$ cat src/hw/rtl/esc_pkg.sv
// shared types, constants and the month table for the epoch to civil date converter
package esc_pkg;

    // pipeline depth: input register plus eight compute stages
    localparam int NStages = 9;

    typedef logic [NStages-1:0] stage_vec_t;

    // payload field types
    typedef logic [31:0] epoch_t;
    typedef logic [11:0] year_t;
    typedef logic [3:0]  month_t;
    typedef logic [4:0]  day_t;
    typedef logic [4:0]  hour_t;
    typedef logic [5:0]  minute_t;
    typedef logic [5:0]  second_t;

    // intermediate types
    typedef logic [15:0] days_t;
    typedef logic [16:0] sod_t;
    typedef logic [11:0] soh_t;
    typedef logic [2:0]  era_t;
    typedef logic [17:0] doe_t;
    typedef logic [8:0]  yoe_t;
    typedef logic [8:0]  doy_t;
    typedef logic [3:0]  mp_t;

    // t / 86400 == (t >> 7) / 675, done as a multiply by a rounded-up reciprocal
    localparam logic [25:0] DayRecip  = 26'd50903317;
    localparam int          DayShift  = 35;
    localparam logic [16:0] SecsPerDay = 17'd86400;

    // day zero moved to 0000-03-01; epoch range keeps every day in era 4 or 5
    localparam logic [19:0] ShiftDays = 20'd719468;
    localparam logic [19:0] Era4Start = 20'd584388;
    localparam logic [19:0] Era5Start = 20'd730485;
    localparam era_t        EraLow    = 3'd4;
    localparam era_t        EraHigh   = 3'd5;

    // time of day reciprocals
    localparam logic [17:0] HourRecip   = 18'd149131;
    localparam int          HourShift   = 29;
    localparam logic [16:0] SecsPerHour = 17'd3600;
    localparam logic [12:0] MinRecip    = 13'd4370;
    localparam int          MinShift    = 18;
    localparam logic [11:0] SecsPerMin  = 12'd60;

    // year of era reciprocals and boundaries
    localparam logic [18:0] Q1460Recip = 19'd367720;
    localparam int          Q1460Shift = 29;
    localparam logic [18:0] Q365Recip  = 19'd367720;
    localparam int          Q365Shift  = 27;
    localparam doe_t        Cent1Days  = 18'd36524;
    localparam doe_t        Cent2Days  = 18'd73048;
    localparam doe_t        Cent3Days  = 18'd109572;
    localparam doe_t        EraLastDay = 18'd146096;
    localparam logic [17:0] DaysPerYear = 18'd365;
    localparam yoe_t        Yoe100     = 9'd100;
    localparam yoe_t        Yoe200     = 9'd200;
    localparam yoe_t        Yoe300     = 9'd300;

    // month index from day of year
    localparam logic [11:0] MonthRecip = 12'd3427;
    localparam int          MonthShift = 19;
    localparam year_t       YearsPerEra = 12'd400;

    // first day of year of each march-based month, (153 * mp + 2) / 5
    function automatic doy_t month_start(input mp_t mp);
        doy_t res;
        case (mp)
            4'd0:    res = 9'd0;
            4'd1:    res = 9'd31;
            4'd2:    res = 9'd61;
            4'd3:    res = 9'd92;
            4'd4:    res = 9'd122;
            4'd5:    res = 9'd153;
            4'd6:    res = 9'd184;
            4'd7:    res = 9'd214;
            4'd8:    res = 9'd245;
            4'd9:    res = 9'd275;
            4'd10:   res = 9'd306;
            4'd11:   res = 9'd337;
            default: res = 9'd0;
        endcase
        return res;
    endfunction

endpackage

$ cat src/hw/rtl/esc_ifs.sv
// valid/ready channel interfaces for timestamps in and calendar dates out
interface esc_in_if;
    import esc_pkg::*;

    logic   valid;
    logic   ready;
    epoch_t epoch_seconds;

    modport source (output valid, output epoch_seconds, input ready);
    modport sink   (input valid, input epoch_seconds, output ready);
endinterface

interface esc_out_if;
    import esc_pkg::*;

    logic    valid;
    logic    ready;
    year_t   year;
    month_t  month;
    day_t    day;
    hour_t   hour;
    minute_t minute;
    second_t second;

    modport source (output valid, output year, output month, output day,
                    output hour, output minute, output second, input ready);
    modport sink   (input valid, input year, input month, input day,
                    input hour, input minute, input second, output ready);
endinterface

$ cat src/hw/rtl/epoch_seconds_to_civil_date.sv
// top level: unix seconds to gregorian date and time of day, nine-stage pipeline
//
// usage
//   req carries one item per handshake: an unsigned 32-bit count of seconds since
//   1970-01-01 00:00:00. rsp returns one item per request, in order: year, month,
//   day, hour, minute and second.
//   an item is taken at a rising edge with valid and ready both high
// pipeline and throughput
//   nine register stages; an accepted item moves through stages 0 to 8 in order and
//   is offered on rsp from stage 8. one item per cycle sustained when nothing
//   stalls, set by the pipeline
// reset
//   rst_n clears the stage valid bits only; the pipeline comes up empty and
//   ready, data registers are not cleared
// stalls
//   when rsp.ready is low the output stage holds its item; earlier stages keep
//   filling bubbles, and req.ready drops only once every stage holds an item
module epoch_seconds_to_civil_date (
    input  logic             clk,
    input  logic             rst_n,
    esc_in_if.sink           req,
    esc_out_if.source        rsp
);
    import esc_pkg::*;

    stage_vec_t en;
    sod_t       sod;
    era_t       era;
    doe_t       doe;

    // handshake and per-stage load enables
    esc_pipe_ctrl u_ctrl (
        .clk       (clk),
        .rst_n     (rst_n),
        .in_valid  (req.valid),
        .in_ready  (req.ready),
        .out_valid (rsp.valid),
        .out_ready (rsp.ready),
        .en        (en)
    );

    // days since epoch, seconds of day, era and day of era
    esc_day_split u_split (
        .clk           (clk),
        .en            (en),
        .epoch_seconds (req.epoch_seconds),
        .sod           (sod),
        .era           (era),
        .doe           (doe)
    );

    // time of day branch, delayed to line up with the date branch
    esc_tod u_tod (
        .clk    (clk),
        .en     (en),
        .sod    (sod),
        .hour   (rsp.hour),
        .minute (rsp.minute),
        .second (rsp.second)
    );

    // civil date branch
    esc_civil u_civil (
        .clk   (clk),
        .en    (en),
        .era   (era),
        .doe   (doe),
        .year  (rsp.year),
        .month (rsp.month),
        .day   (rsp.day)
    );

    // a ready receiver frees every stage, so the input side must be ready too
    a_ready_chain: assert property (@(posedge clk) disable iff (!rst_n)
        rsp.ready |-> req.ready)
        else $error("req not ready while rsp is ready");

    // date fields stay inside the calendar for every 32-bit timestamp
    a_date_range: assert property (@(posedge clk) disable iff (!rst_n)
        rsp.valid |-> (rsp.year >= 12'd1970 && rsp.year <= 12'd2106 &&
                       rsp.month >= 4'd1 && rsp.month <= 4'd12 &&
                       rsp.day >= 5'd1 && rsp.day <= 5'd31))
        else $error("date field out of range");

    // time of day fields stay inside a day
    a_time_range: assert property (@(posedge clk) disable iff (!rst_n)
        rsp.valid |-> (rsp.hour <= 5'd23 && rsp.minute <= 6'd59 &&
                       rsp.second <= 6'd59))
        else $error("time field out of range");

endmodule

$ cat src/hw/rtl/esc_pipe_ctrl.sv
// stage valid bits and the backward ready chain of the converter pipeline
module esc_pipe_ctrl (
    input  logic              clk,
    input  logic              rst_n,
    input  logic              in_valid,
    output logic              in_ready,
    output logic              out_valid,
    input  logic              out_ready,
    output esc_pkg::stage_vec_t en
);
    import esc_pkg::*;

    stage_vec_t         vld_reg;
    stage_vec_t         vld_next;
    stage_vec_t         prev_vld;
    logic [NStages:0]   rdy;

    // a stage takes new data when it is empty or its successor moves on
    always_comb
    begin
        rdy[NStages] = out_ready;
        for (int i = NStages - 1; i >= 0; i--)
        begin
            rdy[i] = !vld_reg[i] || rdy[i+1];
        end
    end

    assign prev_vld = {vld_reg[NStages-2:0], in_valid};

    always_comb
    begin
        for (int i = 0; i < NStages; i++)
        begin
            vld_next[i] = rdy[i] ? prev_vld[i] : vld_reg[i];
        end
    end

    assign en        = rdy[NStages-1:0] & prev_vld;
    assign in_ready  = rdy[0];
    assign out_valid = vld_reg[NStages-1];

    always_ff @(posedge clk or negedge rst_n)
    begin
        if (!rst_n)
        begin
            vld_reg <= '0;
        end
        else
        begin
            vld_reg <= vld_next;
        end
    end

endmodule

$ cat src/hw/rtl/esc_day_split.sv
// stages 0-2: day count, seconds of day, era and day of era
module esc_day_split (
    input  logic                clk,
    input  esc_pkg::stage_vec_t en,
    input  esc_pkg::epoch_t     epoch_seconds,
    output esc_pkg::sod_t       sod,
    output esc_pkg::era_t       era,
    output esc_pkg::doe_t       doe
);
    import esc_pkg::*;

    epoch_t      t0_reg;
    epoch_t      t1_reg;
    days_t       days1_reg;
    days_t       days1_next;
    sod_t        sod2_reg;
    sod_t        sod2_next;
    era_t        era2_reg;
    era_t        era2_next;
    doe_t        doe2_reg;
    doe_t        doe2_next;
    logic [50:0] day_prod;
    logic [32:0] day_secs;
    logic [19:0] z;
    logic        era_hi;

    // stage 1: days = t / 86400
    always_comb
    begin
        day_prod   = 51'(t0_reg[31:7]) * 51'(DayRecip);
        days1_next = day_prod[DayShift+15:DayShift];
    end

    // stage 2: seconds of day, shifted day count split into eras
    always_comb
    begin
        day_secs  = 33'(days1_reg) * 33'(SecsPerDay);
        sod2_next = 17'(t1_reg - day_secs[31:0]);
        z         = 20'(days1_reg) + ShiftDays;
        era_hi    = z >= Era5Start;
        era2_next = era_hi ? EraHigh : EraLow;
        doe2_next = 18'(z - (era_hi ? Era5Start : Era4Start));
    end

    always_ff @(posedge clk)
    begin
        if (en[0])
        begin
            t0_reg <= epoch_seconds;
        end
        if (en[1])
        begin
            t1_reg    <= t0_reg;
            days1_reg <= days1_next;
        end
        if (en[2])
        begin
            sod2_reg <= sod2_next;
            era2_reg <= era2_next;
            doe2_reg <= doe2_next;
        end
    end

    assign sod = sod2_reg;
    assign era = era2_reg;
    assign doe = doe2_reg;

endmodule

$ cat src/hw/rtl/esc_tod.sv
// stages 3-8: hour, minute and second from seconds of day
module esc_tod (
    input  logic                clk,
    input  esc_pkg::stage_vec_t en,
    input  esc_pkg::sod_t       sod,
    output esc_pkg::hour_t      hour,
    output esc_pkg::minute_t    minute,
    output esc_pkg::second_t    second
);
    import esc_pkg::*;

    hour_t       hour3_reg;
    hour_t       hour3_next;
    sod_t        sod3_reg;
    soh_t        rem4_reg;
    soh_t        rem4_next;
    hour_t       hour4_reg;
    minute_t     min5_reg;
    minute_t     min5_next;
    soh_t        rem5_reg;
    hour_t       hour5_reg;
    second_t     sec6_reg;
    second_t     sec6_next;
    minute_t     min6_reg;
    hour_t       hour6_reg;
    second_t     sec7_reg;
    minute_t     min7_reg;
    hour_t       hour7_reg;
    second_t     sec8_reg;
    minute_t     min8_reg;
    hour_t       hour8_reg;
    logic [34:0] hour_prod;
    logic [16:0] hour_secs;
    logic [24:0] min_prod;
    logic [11:0] min_secs;

    always_comb
    begin
        hour_prod  = 35'(sod) * 35'(HourRecip);
        hour3_next = hour_prod[HourShift+4:HourShift];

        hour_secs  = 17'(hour3_reg) * SecsPerHour;
        rem4_next  = 12'(sod3_reg - hour_secs);

        min_prod   = 25'(rem4_reg) * 25'(MinRecip);
        min5_next  = min_prod[MinShift+5:MinShift];

        min_secs   = 12'(min5_reg) * SecsPerMin;
        sec6_next  = 6'(rem5_reg - min_secs);
    end

    always_ff @(posedge clk)
    begin
        if (en[3])
        begin
            hour3_reg <= hour3_next;
            sod3_reg  <= sod;
        end
        if (en[4])
        begin
            rem4_reg  <= rem4_next;
            hour4_reg <= hour3_reg;
        end
        if (en[5])
        begin
            min5_reg  <= min5_next;
            rem5_reg  <= rem4_reg;
            hour5_reg <= hour4_reg;
        end
        if (en[6])
        begin
            sec6_reg  <= sec6_next;
            min6_reg  <= min5_reg;
            hour6_reg <= hour5_reg;
        end
        if (en[7])
        begin
            sec7_reg  <= sec6_reg;
            min7_reg  <= min6_reg;
            hour7_reg <= hour6_reg;
        end
        if (en[8])
        begin
            sec8_reg  <= sec7_reg;
            min8_reg  <= min7_reg;
            hour8_reg <= hour7_reg;
        end
    end

    assign hour   = hour8_reg;
    assign minute = min8_reg;
    assign second = sec8_reg;

endmodule

$ cat src/hw/rtl/esc_civil.sv
// stages 3-8: year of era, day of year, month and final calendar date
module esc_civil (
    input  logic                clk,
    input  esc_pkg::stage_vec_t en,
    input  esc_pkg::era_t       era,
    input  esc_pkg::doe_t       doe,
    output esc_pkg::year_t      year,
    output esc_pkg::month_t     month,
    output esc_pkg::day_t       day
);
    import esc_pkg::*;

    logic [6:0]  q1460_3_reg;
    logic [6:0]  q1460_3_next;
    logic [2:0]  q36524_3_reg;
    logic [2:0]  q36524_3_next;
    logic        q146096_3_reg;
    logic        q146096_3_next;
    doe_t        doe3_reg;
    era_t        era3_reg;
    doe_t        n4_reg;
    doe_t        n4_next;
    doe_t        doe4_reg;
    era_t        era4_reg;
    yoe_t        yoe5_reg;
    yoe_t        yoe5_next;
    doe_t        doe5_reg;
    era_t        era5_reg;
    doy_t        doy6_reg;
    doy_t        doy6_next;
    yoe_t        yoe6_reg;
    era_t        era6_reg;
    mp_t         mp7_reg;
    mp_t         mp7_next;
    doy_t        doy7_reg;
    yoe_t        yoe7_reg;
    era_t        era7_reg;
    year_t       year8_reg;
    year_t       year8_next;
    month_t      month8_reg;
    month_t      month8_next;
    day_t        day8_reg;
    day_t        day8_next;
    logic [36:0] q1460_prod;
    logic [36:0] yoe_prod;
    logic [1:0]  cent;
    logic [17:0] year_days;
    logic [10:0] mp_arg;
    logic [22:0] mp_prod;
    logic        jan_feb;

    // stage 3: leap corrections of the day of era
    always_comb
    begin
        q1460_prod     = 37'(doe) * 37'(Q1460Recip);
        q1460_3_next   = q1460_prod[Q1460Shift+6:Q1460Shift];
        q36524_3_next  = 3'(doe >= Cent1Days) + 3'(doe >= Cent2Days)
                       + 3'(doe >= Cent3Days) + 3'(doe >= EraLastDay);
        q146096_3_next = doe >= EraLastDay;
    end

    // stages 4-6: year of era, then day of year
    always_comb
    begin
        n4_next   = doe3_reg - 18'(q1460_3_reg) + 18'(q36524_3_reg)
                  - 18'(q146096_3_reg);

        yoe_prod  = 37'(n4_reg) * 37'(Q365Recip);
        yoe5_next = yoe_prod[Q365Shift+8:Q365Shift];

        cent      = 2'(yoe5_reg >= Yoe100) + 2'(yoe5_reg >= Yoe200)
                  + 2'(yoe5_reg >= Yoe300);
        year_days = 18'(yoe5_reg) * DaysPerYear + 18'(yoe5_reg >> 2) - 18'(cent);
        doy6_next = 9'(doe5_reg - year_days);
    end

    // stage 7: march-based month index
    always_comb
    begin
        mp_arg   = 11'({doy6_reg, 2'b00}) + 11'(doy6_reg) + 11'd2;
        mp_prod  = 23'(mp_arg) * 23'(MonthRecip);
        mp7_next = mp_prod[MonthShift+3:MonthShift];
    end

    // stage 8: civil month, day and year; january and february roll over
    always_comb
    begin
        month8_next = (mp7_reg < 4'd10) ? mp7_reg + 4'd3 : mp7_reg - 4'd9;
        jan_feb     = month8_next <= 4'd2;
        day8_next   = 5'(doy7_reg - month_start(mp7_reg) + 9'd1);
        year8_next  = 12'(yoe7_reg) + 12'(era7_reg) * YearsPerEra + 12'(jan_feb);
    end

    always_ff @(posedge clk)
    begin
        if (en[3])
        begin
            q1460_3_reg   <= q1460_3_next;
            q36524_3_reg  <= q36524_3_next;
            q146096_3_reg <= q146096_3_next;
            doe3_reg      <= doe;
            era3_reg      <= era;
        end
        if (en[4])
        begin
            n4_reg   <= n4_next;
            doe4_reg <= doe3_reg;
            era4_reg <= era3_reg;
        end
        if (en[5])
        begin
            yoe5_reg <= yoe5_next;
            doe5_reg <= doe4_reg;
            era5_reg <= era4_reg;
        end
        if (en[6])
        begin
            doy6_reg <= doy6_next;
            yoe6_reg <= yoe5_reg;
            era6_reg <= era5_reg;
        end
        if (en[7])
        begin
            mp7_reg  <= mp7_next;
            doy7_reg <= doy6_reg;
            yoe7_reg <= yoe6_reg;
            era7_reg <= era6_reg;
        end
        if (en[8])
        begin
            year8_reg  <= year8_next;
            month8_reg <= month8_next;
            day8_reg   <= day8_next;
        end
    end

    assign year  = year8_reg;
    assign month = month8_reg;
    assign day   = day8_reg;

endmodule

$ cat src/flat_wrapper.sv
// flat-port wrapper written by rule: the top's interface ports become plain ports
module epoch_seconds_to_civil_date_flat import esc_pkg::*;
  (clk, rst_n, req_valid, req_epoch_seconds, req_ready, rsp_valid, rsp_year, rsp_month, rsp_day, rsp_hour, rsp_minute, rsp_second, rsp_ready);
  esc_in_if req_i ();
  esc_out_if rsp_i ();
  input  logic clk;
  input  logic rst_n;
  input wire logic [$bits(req_i.valid)-1:0] req_valid;
  input wire logic [$bits(req_i.epoch_seconds)-1:0] req_epoch_seconds;
  output wire logic [$bits(req_i.ready)-1:0] req_ready;
  output wire logic [$bits(rsp_i.valid)-1:0] rsp_valid;
  output wire logic [$bits(rsp_i.year)-1:0] rsp_year;
  output wire logic [$bits(rsp_i.month)-1:0] rsp_month;
  output wire logic [$bits(rsp_i.day)-1:0] rsp_day;
  output wire logic [$bits(rsp_i.hour)-1:0] rsp_hour;
  output wire logic [$bits(rsp_i.minute)-1:0] rsp_minute;
  output wire logic [$bits(rsp_i.second)-1:0] rsp_second;
  input wire logic [$bits(rsp_i.ready)-1:0] rsp_ready;
  assign req_i.valid = req_valid;
  assign req_i.epoch_seconds = req_epoch_seconds;
  assign req_ready = req_i.ready;
  assign rsp_valid = rsp_i.valid;
  assign rsp_year = rsp_i.year;
  assign rsp_month = rsp_i.month;
  assign rsp_day = rsp_i.day;
  assign rsp_hour = rsp_i.hour;
  assign rsp_minute = rsp_i.minute;
  assign rsp_second = rsp_i.second;
  assign rsp_i.ready = rsp_ready;
  epoch_seconds_to_civil_date u_core (.clk(clk), .rst_n(rst_n), .req(req_i), .rsp(rsp_i));
endmodule
$ cat config.mk
export PLATFORM = sky130hd
export DESIGN_NAME = epoch_seconds_to_civil_date_flat
export DESIGN_NICKNAME = d
export VERILOG_FILES = /design/src/hw/rtl/esc_pkg.sv /design/src/hw/rtl/esc_ifs.sv /design/src/hw/rtl/epoch_seconds_to_civil_date.sv /design/src/hw/rtl/esc_pipe_ctrl.sv /design/src/hw/rtl/esc_day_split.sv /design/src/hw/rtl/esc_tod.sv /design/src/hw/rtl/esc_civil.sv /design/src/flat_wrapper.sv
export SDC_FILE = /design/constraint.sdc
export NUM_CORES = 2
export LEC_CHECK = 0
export BUFFER_PORTS_ARGS = -buffer_cell sky130_fd_sc_hd__buf_4
export CORE_MARGIN = 2
export CORE_UTILIZATION = 45
export CTS_BUF_LIST = sky130_fd_sc_hd__clkbuf_8
export DETAILED_ROUTE_END_ITERATION = 8
export GPL_TIMING_DRIVEN = 0
export HOLD_SLACK_MARGIN = 0.06
export PLACE_DENSITY = 0.71
export SYNTH_ARGS = -nofsm -noshare
export SYNTH_HDL_FRONTEND = slang
export SYNTH_SLANG_ARGS = --single-unit
export TNS_END_PERCENT = 5
$ cat constraint.sdc
create_clock -name clk -period 8.42 [get_ports clk]
set_input_delay 0.421 -clock clk [delete_from_list [all_inputs] [get_ports clk]]
set_output_delay 0.421 -clock clk [all_outputs]
set_load 0.005 [all_outputs]
Word level (Yosys, flattened, before mapping) --
Memory sizes are Yosys's and may differ from the RTL's. A register that Yosys moved wholly into a read port is not among the register bits. Index checks and enable logic that the tools add are counted. W data, S select, Z words.
Storage, ports and cells: register bits after elaboration 360, memory bits (read-only) 144, input bits 36, memories kept 1
Memories:
- (no name shown) | words 16, width 9, read ports 1, clocked after memory_dff 1, wr ports 0, line esc_pkg.sv:70 | case (mp)
Cells by class: reduce and logical (&&, ||, !) cells 18, mux-type cells 4, bitwise gates (word level) 1, multiply operators 11, add/sub/neg operators 24, $lt $le $gt $ge 10
Operator list (number):
- $mul A18 B16 Y33 const B | 2
- $mul A25 B26 Y51 const B | 1
- $ge A18 B17 Y1 const B | 2
- $mul A17 B18 Y34 const B | 1
- $mul A11 B12 Y23 const B | 1
- $mul A12 B12 Y23 const B | 1
- $add A16 B20 Y20 const B | 1
- $ge A20 B20 Y1 const B | 1
- $add A18 B3 Y18 | 1
- $ge A18 B16 Y1 const B | 1
- $ge A18 B18 Y1 const B | 1
- $mux W18 | 1
- $sub A18 B1 Y18 | 1
- $sub A18 B18 Y18 | 1
- $sub A18 B7 Y18 | 1
- $sub A17 B17 Y17 | 1
- $mul A16 B10 Y10 const B | 1
- $add A12 B1 Y12 | 1
- $add A9 B12 Y12 | 1
- $sub A12 B12 Y12 | 1
- $add A11 B2 Y11 const B | 1
- $add A11 B9 Y11 | 1
- $add A9 B7 Y9 | 1
- $and A9 B9 Y9 | 1
- other kinds (24) | 42

Longest topological paths before layout --
depth in word-level cells 12, mapped depth 34, gate-level depth less buffers 34

Cells and area by module --
Synthesis repeated with hierarchy kept, for this count alone.
Second synthesis, totals: cell total of the unflattened synthesis 4021, area, all modules 45467.4 µm²
Modules (own cells, without submodules):
- esc_civil | seq. area each 4484.3 µm², cells each 1834, instances 1, area an instance 20901.3 µm²
- esc_day_split | seq. area each 3032.9 µm², cells each 1344, instances 1, area an instance 14644.0 µm²
- esc_tod | seq. area each 3062.9 µm², cells each 803, instances 1, area an instance 9451.6 µm²
- esc_pipe_ctrl | seq. area each 225.2 µm², cells each 40, instances 1, area an instance 470.5 µm²

Worst setup path before layout --
No wires, ideal clock.
kind reg2reg, from register u_core.u_civil.doy6_reg[0], to register with a tool-made name, stages on the path, launching flop included 35, path slack 1.126 ns, setup time 0.119 ns, buffers on the path 0, arrival 7.175 ns, clock period less this slack 7.294 ns, data required time 8.301 ns, cells stage by stage edfxtp_1 ha_1 a21o_1 a21oi_1 o21bai_1 a21oi_1 o21bai_1 a21oi_1 nor2b_1 o21ai_0 xnor2_1 ha_1 inv_1 fa_1 inv_1 ha_1 inv_1 fa_1 fa_1 inv_1 ha_1 a21o_1 a21oi_1 o311ai_1 a31oi_1 a21oi_1 o21a_1 a2111oi_0 o21ai_1 xor2_1 a21oi_1 ha_1 mux2_1 nand2_1 o31ai_1
RTL lines:
- start: declaration | line esc_civil.sv:29 | doy_t doy6_reg;
- start signal: assignment | line esc_civil.sv:118 | doy6_reg <= doy6_next;

==> flow_summary.ini <==
[yosys]
netlist_instances = 3736
synth_area_per_cell_um2 = 11.6
synth_nets = 5366
ys_types = 69
synth-edff-count = 339
yosysWarnings = 0
synth_area_mm2 = 0.0434
async_reset_ff_frac = 0.0255
ys_ff_latch = 353
synth_flop_cell = edfxtp_1
ys_seq_area_frac = 0.242

[timing]
hold_viol_final = 0
fin_skew_ns = 0.0365
min_period_ns = 7.89
setup_ws_ns = 0.531
setup_viol = 0
slew-limit-headroom = 0.367
maxSlewViolCount = 0
fmax_ghz = 0.127
worst_pin_slew_ns = 0.948
finalCritPeriodShare = 0.937

[global_routing]
grt_pass1_vias = 27932
grt_overflow_total = 0
gr-usage-all-layers = 0.168
grt_antenna_before_repair = 2
grt_pass1_wl_mm = 135
grt_max_degree = 44

[drt]
first_iter_violations = 904
wl_per_cell_um = 15.0
ant_nets = 0
drt-pass1-iter-count = 5
routed_wl_mm = 78.5
drcViolationCount = 0
avgViaCountPerCell = 4.88
vias = 25555

[place]
port_buffers = 75
postPlaceCellArea_mm2 = 0.0457
pre_cts_slack_ns = -0.0759
place.gp.congestion = 0.875
dp_hpwl_mm = 65.2

[clock_tree]
cts.clk_slew.worst_paths_ns = 0.07
clk_path_buf_depth = 3
cts_tree = built
cts_made_buffers = 59
clock_sinks = 353
insertion_delay_ns = 0.69
h-tree-depth = 2
clockRootBuffer = clkbuf_8

[setup_path]
cp_max_fo = 4
slowest_stage = fa_1
critPathLaunchType = flip-flop
worstRegToRegCells = 34
crit_path_frequent_cell = ha_1
arrival_ns = 8.46
cp-end-kind = flip-flop
regToRegSetupSlack_ns = 0.53
critical_path.max_stage_delay_ns = 0.55
critPathRequiredTime_ns = 8.99
timing.rr.start = u_core.u_civil.doy6_reg[2]
crit_start = u_core.u_civil.doy6_reg[2]
crit_type = flip-flop to flip-flop

[hold_path]
worstHoldPathType = input port to asynchronous set/reset pin

[finish]
final_nets = 5545
drive_gt1_frac = 0.0507
fin_area_mm2 = 0.0473
fillers = 8419
area_growth_pct = 9.06
final_core_util = 0.497
largest_reg_flops = 32

[die]
rows = 113
core_area_mm2 = 0.0953
initial_core_util = 0.455
die_w_um = 315
dieArea_mm2 = 0.0989
die_h_um = 315
ios = 76

[status]
status = completed

[job]
cap_violations = 0
## synthesized netlist by cell type, types with 18 or more instances
cell,count,share of area
a21o_1,56,0.0097
a21oi_1,111,0.013
edfxtp_1,339,0.23
fa_1,538,0.25
ha_1,1056,0.30
inv_1,940,0.081
nand2_1,63,0.0055
nand2b_1,18,0.0026
nand3_1,33,0.0038
nand4_1,24,0.0035
nor2_1,100,0.0087
nor2b_1,22,0.0032
nor3_1,26,0.0030
o21a_1,30,0.0052
o21ai_0,55,0.0063
xnor2_1,119,0.024
xor2_1,43,0.0087
## repair_timing
action | in CTS | in global routing
hold buffers | 35 | 0
endpoints found under the setup margin | 1 | 5
pin swaps | 0 | 2
hold endpoints to repair | 42 | 0
setup buffers | 1 | 3
resized for setup | 0 | 6
## how the worst min path moves through the flow
| stage | from | end | slack (ns) | cells past startpoint |
|---|---|---|---|---|
| 2_1_floorplan | rst_n | u_core.u_ctrl.vld_reg[0] | 0.13 | 0 |
| 3_3_place_gp | rst_n | u_core.u_ctrl.vld_reg[8] | 0.28 | 1 |
| 3_5_place_dp | rst_n | u_core.u_ctrl.vld_reg[8] | 0.28 | 1 |
| 4_1_cts | rst_n | u_core.u_ctrl.vld_reg[2] | 0.06 | 2 |
| 5_1_grt | rst_n | u_core.u_ctrl.vld_reg[2] | 0.08 | 2 |
| 6_report | rst_n | u_core.u_ctrl.vld_reg[2] | 0.12 | 2 |
## logic make-up after synthesis
| logic type | synth area share |
|---|---|
| adder cells (fa/ha/maj) | 0.553 |
| buffers and inverters | 0.0816 |
| flip-flops | 0.242 |
| AO/OA/AOI/OAI | 0.0530 |
| AND/OR/NAND/NOR | 0.0368 |
| XOR/XNOR | 0.0327 |
| multiplexers | 0.00101 |
## metal layers
metal / vias up / global-route usage / routed length (um)
met2: 347 / 0.296 / 38500
met3: 139 / 0.0192 / 2370
met4: 0 / 0.0511 / 2400
li1: 12588 / - / -
met5: - / 0 / 0
met1: 12481 / 0.217 / 35200
## layout make-up
cell class,instances,area (um2),share of cell area
multi-input cells,2440,29400,0.622
flip-flops and latches,353,10500,0.222
inverters,942,3540,0.0747
well taps,1265,1580,0.0335
repair buffers,118,1040,0.0219
clock buffers,59,812,0.0172
clock inverters,51,410,0.00867
diodes,3,7.51,0.000159
plain buffers,1,5.00,0.000106
## critical path: cells and delay by family, from the launching register on
kind,cells,cell delay [ns]
AO/OA/AOI/OAI,17,2.95
XOR/XNOR,2,0.43
adder cells (fa/ha/maj),8,3.25
buffers and inverters,4,0.22
flip-flops,1,0.47
multiplexers,1,0.29
AND/OR/NAND/NOR,2,0.14
## cells in the final DEF, fill, tap and decap left out, types with 12 or more instances in the layout
cell / count
ha_1: 1056
inv_1: 962
fa_1: 538
edfxtp_1: 339
xnor2_1: 119
a21oi_1: 109
nor2_1: 100
buf_4: 79
nand2_1: 63
clkbuf_8: 59
a21o_1: 56
o21ai_0: 55
xor2_1: 42
dlygate4sd3_1: 35
nand3_1: 33
o21a_1: 30
nor3_1: 26
nand4_1: 24
nor2b_1: 20
nand2b_1: 18
o21bai_1: 16
and3_1: 12
## through the flow
step | TNS [ns] | hold WS (ns) | instances
5_1_grt | -0.0357 | 0.0833 | 5232
3_3_place_gp | 0 | 0.278 | 5076
6_report | 0 | 0.121 | 5232
2_1_floorplan | 0 | 0.125 | 3736
3_5_place_dp | -0.0759 | 0.280 | 5080
4_1_cts | 0 | 0.0638 | 5226
Power is not shown: default switching activity piles up to over one toggle a cycle in this logic, so the estimate is an artifact.
